**src/rtl/core/ubdc_pkg.sv**
```systemverilog
// Package for the UART baud divider calculator: field widths, reset values
// and the fraction-to-modulation table. Depends on nothing.
package ubdc_pkg;

    // Field widths.
    localparam int CLK_W   = 26;
    localparam int BAUD_W  = 22;
    localparam int PRE_W   = 16;
    localparam int FMOD_W  = 4;
    localparam int SMOD_W  = 8;

    // Divider datapath widths: the partial remainder needs one bit over the divisor.
    localparam int REM_W   = BAUD_W + 1;
    // The fraction is below 100, so seven quotient bits cover it.
    localparam int FRAC_W  = 7;
    // Remainder times 100 fits in this many bits.
    localparam int SCALE_W = BAUD_W + FRAC_W;

    localparam logic [CLK_W-1:0] CLOCK_RESET = CLK_W'(3000000);
    localparam logic [CLK_W-1:0] OS_LIMIT    = CLK_W'(16);

    // Fraction table: upper bounds of each step, last step open.
    localparam int NSTEPS = 36;

    localparam logic [FRAC_W-1:0] FRAC_LIMIT [NSTEPS-1] = '{
        7'd5,  7'd7,  7'd8,  7'd10, 7'd12, 7'd14, 7'd16, 7'd21, 7'd22,
        7'd25, 7'd30, 7'd33, 7'd35, 7'd37, 7'd40, 7'd42, 7'd43, 7'd50,
        7'd57, 7'd60, 7'd62, 7'd64, 7'd66, 7'd70, 7'd71, 7'd75, 7'd78,
        7'd80, 7'd83, 7'd84, 7'd85, 7'd87, 7'd90, 7'd91, 7'd92
    };

    localparam logic [SMOD_W-1:0] FRAC_BYTE [NSTEPS] = '{
        8'h00, 8'h01, 8'h02, 8'h04, 8'h08, 8'h10, 8'h20, 8'h11, 8'h21,
        8'h22, 8'h44, 8'h25, 8'h49, 8'h4A, 8'h52, 8'h92, 8'h53, 8'h55,
        8'hAA, 8'h6B, 8'hAD, 8'hB5, 8'hB6, 8'hD6, 8'hB7, 8'hBB, 8'hDD,
        8'hED, 8'hEE, 8'hBF, 8'hDF, 8'hEF, 8'hF7, 8'hFB, 8'hFD, 8'hFE
    };

    // Second modulation byte for a two-digit fraction: first step whose bound holds.
    function automatic logic [SMOD_W-1:0] second_mod_of(input logic [FRAC_W-1:0] frac);
        logic [SMOD_W-1:0] res;
        res = FRAC_BYTE[NSTEPS-1];
        for (int i = NSTEPS - 2; i >= 0; i--) begin
            if (frac <= FRAC_LIMIT[i]) begin
                res = FRAC_BYTE[i];
            end
        end
        return res;
    endfunction

endpackage

```
**src/rtl/core/ubdc_baud_if.sv**
```systemverilog
// Request channel of the UART baud divider calculator: one baud rate per beat.
// Depends on ubdc_pkg for the field width.
interface ubdc_baud_if import ubdc_pkg::*; ();
    logic              valid;
    logic              ready;
    logic [BAUD_W-1:0] baud;

    modport source (output valid, output baud, input ready);
    modport sink   (input valid, input baud, output ready);
endinterface

```
**src/rtl/core/ubdc_result_if.sv**
```systemverilog
// Result channel of the UART baud divider calculator: divider settings per beat.
// Depends on ubdc_pkg for the field widths.
interface ubdc_result_if import ubdc_pkg::*; ();
    logic              valid;
    logic              ready;
    logic              oversample;
    logic [PRE_W-1:0]  prescale;
    logic [FMOD_W-1:0] first_mod;
    logic [SMOD_W-1:0] second_mod;
    logic              rate_error;

    modport source (output valid, output oversample, output prescale, output first_mod,
                    output second_mod, output rate_error, input ready);
    modport sink   (input valid, input oversample, input prescale, input first_mod,
                    input second_mod, input rate_error, output ready);
endinterface

```
**src/rtl/core/ubdc_cfg_if.sv**
```systemverilog
// Configuration write channel: one source clock frequency per beat.
// Depends on ubdc_pkg for the register width.
interface ubdc_cfg_if import ubdc_pkg::*; ();
    logic             valid;
    logic             ready;
    logic [CLK_W-1:0] data;

    modport source (output valid, output data, input ready);
    modport sink   (input valid, input data, output ready);
endinterface

```
**src/rtl/core/ubdc_div_cell.sv**
```systemverilog
// One restoring-division cell: produces one quotient bit per beat and hands
// the partial remainder, divisor and side data to the next cell. Uses ubdc_pkg.
module ubdc_div_cell import ubdc_pkg::*; #(
    parameter int WW = 26,
    parameter int WS = 1
) (
    input  logic              i_clk,
    input  logic              i_rst_n,
    input  logic              i_en,
    input  logic              i_valid,
    input  logic [REM_W-1:0]  i_rem,
    input  logic [WW-1:0]     i_work,
    input  logic [BAUD_W-1:0] i_div,
    input  logic [WS-1:0]     i_side,
    output logic              o_valid,
    output logic [REM_W-1:0]  o_rem,
    output logic [WW-1:0]     o_work,
    output logic [BAUD_W-1:0] o_div,
    output logic [WS-1:0]     o_side
);

    logic              r_valid;
    logic [REM_W-1:0]  r_rem;
    logic [WW-1:0]     r_work;
    logic [BAUD_W-1:0] r_div;
    logic [WS-1:0]     r_side;

    logic [REM_W-1:0]  shifted;
    logic [REM_W:0]    trial;
    logic              qbit;
    logic [REM_W-1:0]  n_rem;
    logic [WW-1:0]     n_work;

    // Bring down the next dividend bit and try subtracting the divisor.
    always_comb begin
        shifted = {i_rem[REM_W-2:0], i_work[WW-1]};
        trial   = {1'b0, shifted} - {2'b00, i_div};
        qbit    = ~trial[REM_W];
        n_rem   = qbit ? trial[REM_W-1:0] : shifted;
        n_work  = {i_work[WW-2:0], qbit};
    end

    // Valid bit under reset; payload just follows the pipeline enable.
    always_ff @(posedge i_clk) begin
        if (!i_rst_n) begin
            r_valid <= 1'b0;
        end else if (i_en) begin
            r_valid <= i_valid;
        end
    end

    always_ff @(posedge i_clk) begin
        if (i_en) begin
            r_rem  <= n_rem;
            r_work <= n_work;
            r_div  <= i_div;
            r_side <= i_side;
        end
    end

    assign o_valid = r_valid;
    assign o_rem   = r_rem;
    assign o_work  = r_work;
    assign o_div   = r_div;
    assign o_side  = r_side;

endmodule

```
**src/rtl/core/ubdc_div_chain.sv**
```systemverilog
// Row of WW division cells giving a WW-bit quotient and its remainder.
// Uses ubdc_pkg and ubdc_div_cell.
module ubdc_div_chain import ubdc_pkg::*; #(
    parameter int WW = 26,
    parameter int WS = 1
) (
    input  logic              i_clk,
    input  logic              i_rst_n,
    input  logic              i_en,
    input  logic              i_valid,
    input  logic [REM_W-1:0]  i_rem,
    input  logic [WW-1:0]     i_dividend,
    input  logic [BAUD_W-1:0] i_div,
    input  logic [WS-1:0]     i_side,
    output logic              o_valid,
    output logic [REM_W-1:0]  o_rem,
    output logic [WW-1:0]     o_quot,
    output logic [BAUD_W-1:0] o_div,
    output logic [WS-1:0]     o_side
);

    logic              link_valid [WW+1];
    logic [REM_W-1:0]  link_rem   [WW+1];
    logic [WW-1:0]     link_work  [WW+1];
    logic [BAUD_W-1:0] link_div   [WW+1];
    logic [WS-1:0]     link_side  [WW+1];

    assign link_valid[0] = i_valid;
    assign link_rem[0]   = i_rem;
    assign link_work[0]  = i_dividend;
    assign link_div[0]   = i_div;
    assign link_side[0]  = i_side;

    // Each cell shifts one dividend bit out and one quotient bit in.
    for (genvar g = 0; g < WW; g++) begin : g_cell
        ubdc_div_cell #(
            .WW (WW),
            .WS (WS)
        ) u_cell (
            .i_clk   (i_clk),
            .i_rst_n (i_rst_n),
            .i_en    (i_en),
            .i_valid (link_valid[g]),
            .i_rem   (link_rem[g]),
            .i_work  (link_work[g]),
            .i_div   (link_div[g]),
            .i_side  (link_side[g]),
            .o_valid (link_valid[g+1]),
            .o_rem   (link_rem[g+1]),
            .o_work  (link_work[g+1]),
            .o_div   (link_div[g+1]),
            .o_side  (link_side[g+1])
        );
    end

    assign o_valid = link_valid[WW];
    assign o_rem   = link_rem[WW];
    assign o_quot  = link_work[WW];
    assign o_div   = link_div[WW];
    assign o_side  = link_side[WW];

endmodule

```
**src/rtl/core/uart_baud_divider_calc_core.sv**
```systemverilog
// Top level of the UART baud divider calculator: divider cell rows, the
// fraction scaling stage and the output encoder. Uses ubdc_pkg, the channel
// interfaces and ubdc_div_chain.
//
// Each requested baud rate yields one set of baud generator settings. The
// block takes a new request every cycle unless a result is stalled at the
// output: a row of 26 division cells finds the whole ratio clock_hz / baud and
// its remainder, one stage scales the remainder by 100, a row of 7 more cells
// finds the two-digit fraction, and a final register encodes prescale,
// modulation and the error flag. The whole pipeline advances together and
// holds while a finished result waits to be taken. The clock frequency
// register is written through the configuration channel, which is always
// ready; it is sampled as a request enters, so it should change only while
// no request is in flight.
module uart_baud_divider_calc_core import ubdc_pkg::*; (
    input  logic         i_clk,
    input  logic         i_rst_n,
    ubdc_cfg_if.sink     i_cfg,
    ubdc_baud_if.sink    i_baud,
    ubdc_result_if.source o_res
);

    localparam int SIDE2_W = CLK_W + 1;

    logic [CLK_W-1:0] r_clk_hz;
    logic             en;

    // Configuration register; always ready.
    assign i_cfg.ready = 1'b1;

    always_ff @(posedge i_clk) begin
        if (!i_rst_n) begin
            r_clk_hz <= CLOCK_RESET;
        end else if (i_cfg.valid) begin
            r_clk_hz <= i_cfg.data;
        end
    end

    // Global pipeline enable: move unless a result is stalled at the output.
    logic r_out_valid;
    assign en           = ~r_out_valid | o_res.ready;
    assign i_baud.ready = en;

    // Whole ratio: clock_hz / baud.
    logic              c1_valid;
    logic [REM_W-1:0]  c1_rem;
    logic [CLK_W-1:0]  c1_quot;
    logic [BAUD_W-1:0] c1_div;
    logic [0:0]        c1_zero;

    ubdc_div_chain #(
        .WW (CLK_W),
        .WS (1)
    ) u_whole (
        .i_clk      (i_clk),
        .i_rst_n    (i_rst_n),
        .i_en       (en),
        .i_valid    (i_baud.valid),
        .i_rem      ('0),
        .i_dividend (r_clk_hz),
        .i_div      (i_baud.baud),
        .i_side     (i_baud.baud == '0),
        .o_valid    (c1_valid),
        .o_rem      (c1_rem),
        .o_quot     (c1_quot),
        .o_div      (c1_div),
        .o_side     (c1_zero)
    );

    // Scale the remainder by 100 with shifts and adds.
    logic               r_mid_valid;
    logic [SCALE_W-1:0] r_mid_scaled;
    logic [CLK_W-1:0]   r_mid_n;
    logic [BAUD_W-1:0]  r_mid_div;
    logic               r_mid_zero;
    logic [SCALE_W-1:0] rem_ext;
    logic [SCALE_W-1:0] n_mid_scaled;

    assign rem_ext      = SCALE_W'(c1_rem[BAUD_W-1:0]);
    assign n_mid_scaled = (rem_ext << 6) + (rem_ext << 5) + (rem_ext << 2);

    always_ff @(posedge i_clk) begin
        if (!i_rst_n) begin
            r_mid_valid <= 1'b0;
        end else if (en) begin
            r_mid_valid <= c1_valid;
        end
    end

    always_ff @(posedge i_clk) begin
        if (en) begin
            r_mid_scaled <= n_mid_scaled;
            r_mid_n      <= c1_quot;
            r_mid_div    <= c1_div;
            r_mid_zero   <= c1_zero[0];
        end
    end

    // Fraction: (100 * remainder) / baud; the top bits already sit below the divisor.
    logic               c2_valid;
    logic [REM_W-1:0]   c2_rem;
    logic [FRAC_W-1:0]  c2_frac;
    logic [BAUD_W-1:0]  c2_div;
    logic [SIDE2_W-1:0] c2_side;

    ubdc_div_chain #(
        .WW (FRAC_W),
        .WS (SIDE2_W)
    ) u_frac (
        .i_clk      (i_clk),
        .i_rst_n    (i_rst_n),
        .i_en       (en),
        .i_valid    (r_mid_valid),
        .i_rem      (REM_W'(r_mid_scaled[SCALE_W-1:FRAC_W])),
        .i_dividend (r_mid_scaled[FRAC_W-1:0]),
        .i_div      (r_mid_div),
        .i_side     ({r_mid_zero, r_mid_n}),
        .o_valid    (c2_valid),
        .o_rem      (c2_rem),
        .o_quot     (c2_frac),
        .o_div      (c2_div),
        .o_side     (c2_side)
    );

    // Encode the divider settings from the whole ratio and the fraction.
    logic [CLK_W-1:0]   ratio;
    logic               zero_baud;
    logic [CLK_W-5:0]   ratio_hi;
    logic               n_os;
    logic [PRE_W-1:0]   n_pre;
    logic [FMOD_W-1:0]  n_fmod;
    logic [SMOD_W-1:0]  n_smod;
    logic               n_err;

    assign ratio     = c2_side[CLK_W-1:0];
    assign zero_baud = c2_side[CLK_W];
    assign ratio_hi  = ratio[CLK_W-1:4];

    always_comb begin
        if (ratio <= OS_LIMIT) begin
            n_os   = 1'b0;
            n_pre  = PRE_W'(ratio[4:0]);
            n_fmod = '0;
        end else begin
            n_os   = 1'b1;
            n_fmod = ratio[3:0];
            if (ratio_hi[CLK_W-5:PRE_W] != '0) begin
                n_pre = '1;
            end else begin
                n_pre = ratio_hi[PRE_W-1:0];
            end
        end
        n_smod = second_mod_of(c2_frac);
        n_err  = (n_pre == '0);
        if (zero_baud) begin
            n_os   = 1'b0;
            n_pre  = '0;
            n_fmod = '0;
            n_smod = '0;
            n_err  = 1'b1;
        end
    end

    // Output register.
    logic              r_os;
    logic [PRE_W-1:0]  r_pre;
    logic [FMOD_W-1:0] r_fmod;
    logic [SMOD_W-1:0] r_smod;
    logic              r_err;

    always_ff @(posedge i_clk) begin
        if (!i_rst_n) begin
            r_out_valid <= 1'b0;
        end else if (en) begin
            r_out_valid <= c2_valid;
        end
    end

    always_ff @(posedge i_clk) begin
        if (en) begin
            r_os   <= n_os;
            r_pre  <= n_pre;
            r_fmod <= n_fmod;
            r_smod <= n_smod;
            r_err  <= n_err;
        end
    end

    assign o_res.valid      = r_out_valid;
    assign o_res.oversample = r_os;
    assign o_res.prescale   = r_pre;
    assign o_res.first_mod  = r_fmod;
    assign o_res.second_mod = r_smod;
    assign o_res.rate_error = r_err;

endmodule

```
**src/flat_wrapper.sv**
```systemverilog
// flat-port wrapper written by rule: the top's interface ports become plain ports
module uart_baud_divider_calc_core_flat import ubdc_pkg::*;
  (i_clk, i_rst_n, i_cfg_valid, i_cfg_data, i_cfg_ready, i_baud_valid, i_baud_baud, i_baud_ready, o_res_valid, o_res_oversample, o_res_prescale, o_res_first_mod, o_res_second_mod, o_res_rate_error, o_res_ready);
  ubdc_cfg_if i_cfg_i ();
  ubdc_baud_if i_baud_i ();
  ubdc_result_if o_res_i ();
  input  logic i_clk;
  input  logic i_rst_n;
  input wire logic [$bits(i_cfg_i.valid)-1:0] i_cfg_valid;
  input wire logic [$bits(i_cfg_i.data)-1:0] i_cfg_data;
  output wire logic [$bits(i_cfg_i.ready)-1:0] i_cfg_ready;
  input wire logic [$bits(i_baud_i.valid)-1:0] i_baud_valid;
  input wire logic [$bits(i_baud_i.baud)-1:0] i_baud_baud;
  output wire logic [$bits(i_baud_i.ready)-1:0] i_baud_ready;
  output wire logic [$bits(o_res_i.valid)-1:0] o_res_valid;
  output wire logic [$bits(o_res_i.oversample)-1:0] o_res_oversample;
  output wire logic [$bits(o_res_i.prescale)-1:0] o_res_prescale;
  output wire logic [$bits(o_res_i.first_mod)-1:0] o_res_first_mod;
  output wire logic [$bits(o_res_i.second_mod)-1:0] o_res_second_mod;
  output wire logic [$bits(o_res_i.rate_error)-1:0] o_res_rate_error;
  input wire logic [$bits(o_res_i.ready)-1:0] o_res_ready;
  assign i_cfg_i.valid = i_cfg_valid;
  assign i_cfg_i.data = i_cfg_data;
  assign i_cfg_ready = i_cfg_i.ready;
  assign i_baud_i.valid = i_baud_valid;
  assign i_baud_i.baud = i_baud_baud;
  assign i_baud_ready = i_baud_i.ready;
  assign o_res_valid = o_res_i.valid;
  assign o_res_oversample = o_res_i.oversample;
  assign o_res_prescale = o_res_i.prescale;
  assign o_res_first_mod = o_res_i.first_mod;
  assign o_res_second_mod = o_res_i.second_mod;
  assign o_res_rate_error = o_res_i.rate_error;
  assign o_res_i.ready = o_res_ready;
  uart_baud_divider_calc_core u_core (.i_clk(i_clk), .i_rst_n(i_rst_n), .i_cfg(i_cfg_i), .i_baud(i_baud_i), .o_res(o_res_i));
endmodule
```
**config.mk**
```make
export PLATFORM = sky130hd
export DESIGN_NAME = uart_baud_divider_calc_core_flat
export DESIGN_NICKNAME = d
export VERILOG_FILES = /design/src/rtl/core/ubdc_pkg.sv /design/src/rtl/core/ubdc_baud_if.sv /design/src/rtl/core/ubdc_result_if.sv /design/src/rtl/core/ubdc_cfg_if.sv /design/src/rtl/core/ubdc_div_cell.sv /design/src/rtl/core/ubdc_div_chain.sv /design/src/rtl/core/uart_baud_divider_calc_core.sv /design/src/flat_wrapper.sv
export SDC_FILE = /design/constraint.sdc
export NUM_CORES = 2
export LEC_CHECK = 0
export BUFFER_PORTS_ARGS = -buffer_cell sky130_fd_sc_hd__buf_2
export CORE_MARGIN = 2
export CORE_UTILIZATION = 40
export DETAILED_ROUTE_END_ITERATION = 16
export GPL_TIMING_DRIVEN = 0
export PLACE_DENSITY = 0.6
export SLEW_MARGIN = 20
export SYNTH_ARGS = -nofsm -noshare
export SYNTH_HDL_FRONTEND = slang
export SYNTH_SLANG_ARGS = --single-unit
```
**constraint.sdc**
```tcl
create_clock -name i_clk -period 126.7 [get_ports i_clk]
set_clock_uncertainty 0.15 [all_clocks]
set_input_delay 25.34 -clock i_clk [delete_from_list [all_inputs] [get_ports i_clk]]
set_output_delay 25.34 -clock i_clk [all_outputs]
set_load 0.02 [all_outputs]
```
* Word level (Yosys, flattened, before mapping)
Cells that the tools add are included.
Widths: inputs -> output; s select.
** Storage, ports and cells
- Logic and storage cells :: 370
- Input port bits :: 53
- Register bits after elaboration :: 2517
- Output and inout bits :: 33
** Operators by class
- Mux-type cells :: 69
- Add/subtract/negate cells :: 35
- Reductions and logical operators :: 12
- Bitwise gates (word level) :: 35
- $lt $le $gt $ge :: 36
** Operator list (count)
- $sub 23x22->24 :: 32
- $mux 22 :: 31
- $mux 7 :: 15
- $le 7x7->1 const B :: 14
- $le 7x6->1 const B :: 10
- $mux 8 :: 5
- $le 7x5->1 const B :: 5
- $not 1->1 :: 34
- $mux 16 :: 2
- $mux 6 :: 5
- $add 28x27->29 :: 1
- $add 29x24->29 :: 1
- $le 7x4->1 const B :: 4
- $le 26x5->1 const B :: 1
- $sub 1x22->23 :: 1
- $logic_not 22->1 :: 1
- $logic_not 16->1 :: 1
- $reduce_or 16->1 :: 1
- $le 7x3->1 const B :: 2
- $reduce_or 11->1 :: 1
- $mux 5 :: 2
- $mux 4 :: 2
- $reduce_or 7->1 :: 1
- $mux 3 :: 2
- 9 further kinds :: 13

* Depth between registers and ports, before layout
- Word-level depth :: 35
- Depth in mapped cells :: 13
- Mapped depth without buffers :: 13

* By module
From an unflattened synthesis, not the netlist that was laid out.
** Second synthesis, totals
- Cells, all modules :: 10400
- Area, all modules :: 131243.4 µm²
** Modules (own cells, without submodules)
- ubdc_div_cell (u_core.u_whole.g_cell[0].u_cell ...) :: instances 13, cells each 293, sequential area each 2182.1 µm², area each 3727.3 µm²
- ubdc_div_cell (u_core.u_whole.g_cell[21].u_cell ...) :: instances 11, cells each 302, sequential area each 2182.1 µm², area each 3723.6 µm²
- ubdc_div_cell (u_core.u_frac.g_cell[1].u_cell ...) :: instances 6, cells each 300, sequential area each 2392.3 µm², area each 3957.5 µm²
- ubdc_div_cell (u_core.u_whole.g_cell[2].u_cell ...) :: instances 2, cells each 298, sequential area each 2182.1 µm², area each 3661.0 µm²
- uart_baud_divider_calc_core :: instances 1, cells each 573, sequential area each 3743.6 µm², area each 6824.0 µm²
- ubdc_div_cell (u_core.u_frac.g_cell[0].u_cell) :: instances 1, cells each 300, sequential area each 2392.3 µm², area each 3937.5 µm²

* Worst setup path before layout
OpenSTA, ideal clock, no wires.
- Path kind :: in2out
- From :: input port o_res_ready
- To :: output port i_baud_ready
- Buffers on the path :: 2
- Data required time :: 101210 ps
- Stages :: 4
- Path slack :: 9613 ps
- Arrival :: 91597 ps
- Cell sequence :: nor2b_1 -> clkbuf_1 -> clkinv_1 -> clkbuf_1
** On the way
- Longest elaborated chain between the ends :: 1
** RTL lines
- start, declared :: RTL line flat_wrapper.sv:21 : input wire logic [$bits(o_res_i.ready)-1:0] o_res_ready;
- $or 1x1->1 :: RTL line uart_baud_divider_calc_core.sv:41 : assign en = ~r_out_valid | o_res.ready;
- end, declared :: RTL line flat_wrapper.sv:14 : output wire logic [$bits(i_baud_i.ready)-1:0] i_baud_ready;
Every way passes these cells.

* Worst setup path in the final report
Same ends and word-level chain as after synthesis.

==> metrics.md <==
| Metric | Value |
|---|---|
| Synth-to-Final Area Change | `13.2%` |
| Post-CTS Hold Buffers | `0` |
| Critical Path Most Common Cell | `buf_16` |
| Sequential element share of the synthesized area | `0.624` |
| DRC viols | `0` |
| Sw Ratio | `0.337` |
| CP arrival | `~28000 ps` |
| WS Path Type | `in -> out` |
| FP Rows | `200` |
| Power Density | `25.8 mW/mm^2` |
| Most instantiated library cell after synthesis | `edfxtp_1` |
| Vias in the first global route | `70400` |
| Worst path bufs/invs | `8` |
| Dpl hpwl | `169000 um` |
| Crit path largest cell delay | `between 300 and 400 ps` |
| Layout cells sized above 1 | `0.100` |
| Setup violators final | `0` |
| Clock slew at reported path FFs | `roughly 50 ps` |
| Port Buffer Count | `between 80 and 90` |
| Critical-path top delay cell | `clkbuf_4` |
| Full die area | `0.303 sq mm` |
| Maximum VDD drop | `0.0159 mV` |
| Highest clock rate | `roughly 19 MHz` |
| Pleak | `54.5 nW` |
| Number of top-level pins | `86` |
| CTS Sinks | `2504` |
| Register bit total from synthesis | `between 2000 and 3000` |
| Synth top area cells | `edfxtp_1 (61%), ha_1 (7.6%), mux2_2 (3.1%), inv_1 (2.8%), xnor2_1 (2.4%)` |
| Worst path top cell family by delay | `buffers and inverters` |
| Setup crit end kind | `output pin` |
| Final Hold Vio Count | `0` |
| CP Cell Sequence | `buf_2, nor2b_1, clkbuf_1, clkinv_1, clkbuf_4, buf_16, buf_16, buf_16, buf_2` |
| Htree depth | `5` |
| Fin nets | `10300` |
| Starting Density | `0.402` |
| CTS Root Cell | `clkbuf_16` |
| CP required | `slightly above 100000 ps` |
| Main synth FF type | `edfxtp_1` |
| Yosys top cell area share | `0.614` |
| WL final | `between 200000 and 250000 um` |
| GRT overflow | `0` |
| Detail Route Antenna Nets | `0` |
| Leading area contributor after synthesis | `edfxtp_1` |
| Hold Crit Class | `reg -> reg` |
| Post-synth EDFFs | `2443` |
| Register Area | `approximately 0.075 sq mm` |
| Ys Warns | `0` |
| CTS Buf Count | `roughly 290` |
| Via Count | `70500` |
| Clock share of power | `0.229` |
| First-pass GRT wire length | `374000 um` |
| Post-Synthesis Cells | `9082` |
| Final Power | `3.49 mW` |
| Skew-Pair Late Insertion Delay | `870 ps` |
| Global-route usage over all layers | `0.152` |
| Chip height | `550 um` |
| Fin crit period | `53020 ps` |
| Max-Cap Viols | `0` |
| # fillers | `26200` |
| Slew Limit Fails | `0` |
| CP startpoint kind | `primary input` |
| Core Footprint | `0.297 sq mm` |
| Pre-CTS setup slack | `73650 ps` |
| Initial DRC count | `5085` |
| Period utilization | `0.418` |
| Combinational power share | `0.386` |
| RSZ-0062 raised after global routing | `no` |
| Asr flop ratio synth | `0` |
| RD Place Congestion | `0.868` |
| CTS tree | `yes` |
| Worst setup margin | `~74000 ps` |
| Largest net degree at the start of global routing | `61` |
| Crit-path max FO | `42` |
| Mapped Area | `0.119 sq mm` |
| Max_slew headroom | `0.318` |
| Post-CTS setup buffers | `0` |
| Initial antenna violation count | `3` |
| Outcome | `finished clean` |
| Worst-case clock buffer depth | `4` |
| Post-CTS sizing | `0` |
| Die width | `between 500 and 600 um` |
| Seq pwr share | `0.385` |
| Post-DR vias/cell | `5.16` |
| Slew at the pin closest to its max-slew limit | `1020 ps` |
| Drt pass-1 iters | `5` |
| Area occupied by multi-input gates | `0.0409 sq mm` |
| Synth cell types | `96` |
| Syn_area_per_cell | `13.2 sq um` |
| Routed WL per cell | `~17 um` |
| Top post-synthesis cells by count | `edfxtp_1 (2443), inv_1 (901), ha_1 (730), nand2_1 (542), a21oi_1 (535)` |
| Internal power | `between 2 and 2.5 mW` |
| P_sw | `1.18 mW` |
per-layer routing:
layer / wire length, um / up-vias / GRT usage
met5: 0 / - / 0
met4: 6770 / 0 / 0.0477
met3: 9210 / 432 / 0.0228
met2: 114000 / 1343 / 0.260
met1: 103000 / 34200 / 0.196
li1: - / 34500 / -
cell families after synthesis:
family	Yosys count	share of synthesized area
multiplexers	432	0.0404
flip-flops	2504	0.624
AO/OA/AOI/OAI	2003	0.108
buffers and inverters	1058	0.0337
XOR/XNOR	494	0.0362
adder cells (fa/ha/maj)	780	0.0848
AND/OR/NAND/NOR	1809	0.0722
other	2	0.0000629
area by class of cell:
type	instances	area share
tap	3939	0.0365
timing repair buffer	134	0.0125
buffer	156	0.00478
clock inverter	134	0.0106
sequential	2504	0.552
antenna	1	0.0000185
clock buffer	374	0.0563
multi-input combinational	5529	0.303
inverter	902	0.0250
worst paths after layout:
kind,from,to,slack (ps),cells after the start
max reg2reg,u_core.o_res.valid,u_core.u_frac.g_cell[6].u_cell.o_side[11],121860,14
min,u_core.u_whole.g_cell[4].u_cell.o_work[19],u_core.u_whole.g_cell[5].u_cell.o_work[20],250,0
min reg2reg,u_core.u_whole.g_cell[4].u_cell.o_work[19],u_core.u_whole.g_cell[5].u_cell.o_work[20],250,0
max,o_res_ready,i_baud_ready,73680,9
sequential cells by signal, indices dropped and copies added, names as in the netlist:
name / count
u_core.o_res.oversample: 1
u_core.u_whole.g_cell.u_cell.o_valid: 26
u_core.o_res.second_mod: 8
u_core.r_clk_hz: 26
u_core.u_whole.g_cell.u_cell.o_div: 572
u_core.r_mid_div: 22
u_core.o_res.first_mod: 4
u_core.u_whole.g_cell.u_cell.o_rem: 572
u_core.u_frac.g_cell.u_cell.o_rem: 132
u_core.u_frac.g_cell.u_cell.o_div: 132
u_core.u_whole.g_cell.u_cell.o_side: 26
u_core.u_whole.g_cell.u_cell.o_work: 676
u_core.o_res.valid: 1
u_core.u_frac.g_cell.u_cell.o_side: 189
u_core.r_mid_n: 26
u_core.r_mid_scaled: 27
u_core.u_frac.g_cell.u_cell.o_work: 38
u_core.o_res.prescale: 16
u_core.r_mid_valid: 1
u_core.r_mid_zero: 1
u_core.u_frac.g_cell.u_cell.o_valid: 7
u_core.o_res.rate_error: 1
through the flow:
stage               TNS [ps]  cells  cell area [sq um]  utilization  hold slack [ps]
floorplan                  0   9091             119000            -              250
global placement      -23220  13100             125000        0.420              250
detailed placement         0  13200             126000        0.425              255
CTS                        0  13700             135000        0.455              242
global route               0  13700             135000        0.455              245
finish                     0  13700             135000        0.455              246
cells in the final DEF, fill, tap and decap left out, drive strengths merged, types with 328 or more instances in the layout:
cell type  netlist  final
clkbuf         103    477
inv            901    912
mux2           351    351
xnor2          328    328
o21ai          463    463
nor2           491    491
edfxtp        2443   2443
a21oi          535    535
nand2          542    542
ha             730    730
power groups by stage:
stage                     Clock, mW  Combinational (mW)  Sequential [mW]
final                         0.799                1.35             1.34
after global routing          0.862                1.50             1.37
after CTS                     0.829                1.34             1.35
after detailed placement          0                1.33             1.36
after global placement            0                1.30             1.36
after floorplan                   0                1.04             1.31
Power figures use the tool's default switching activity.
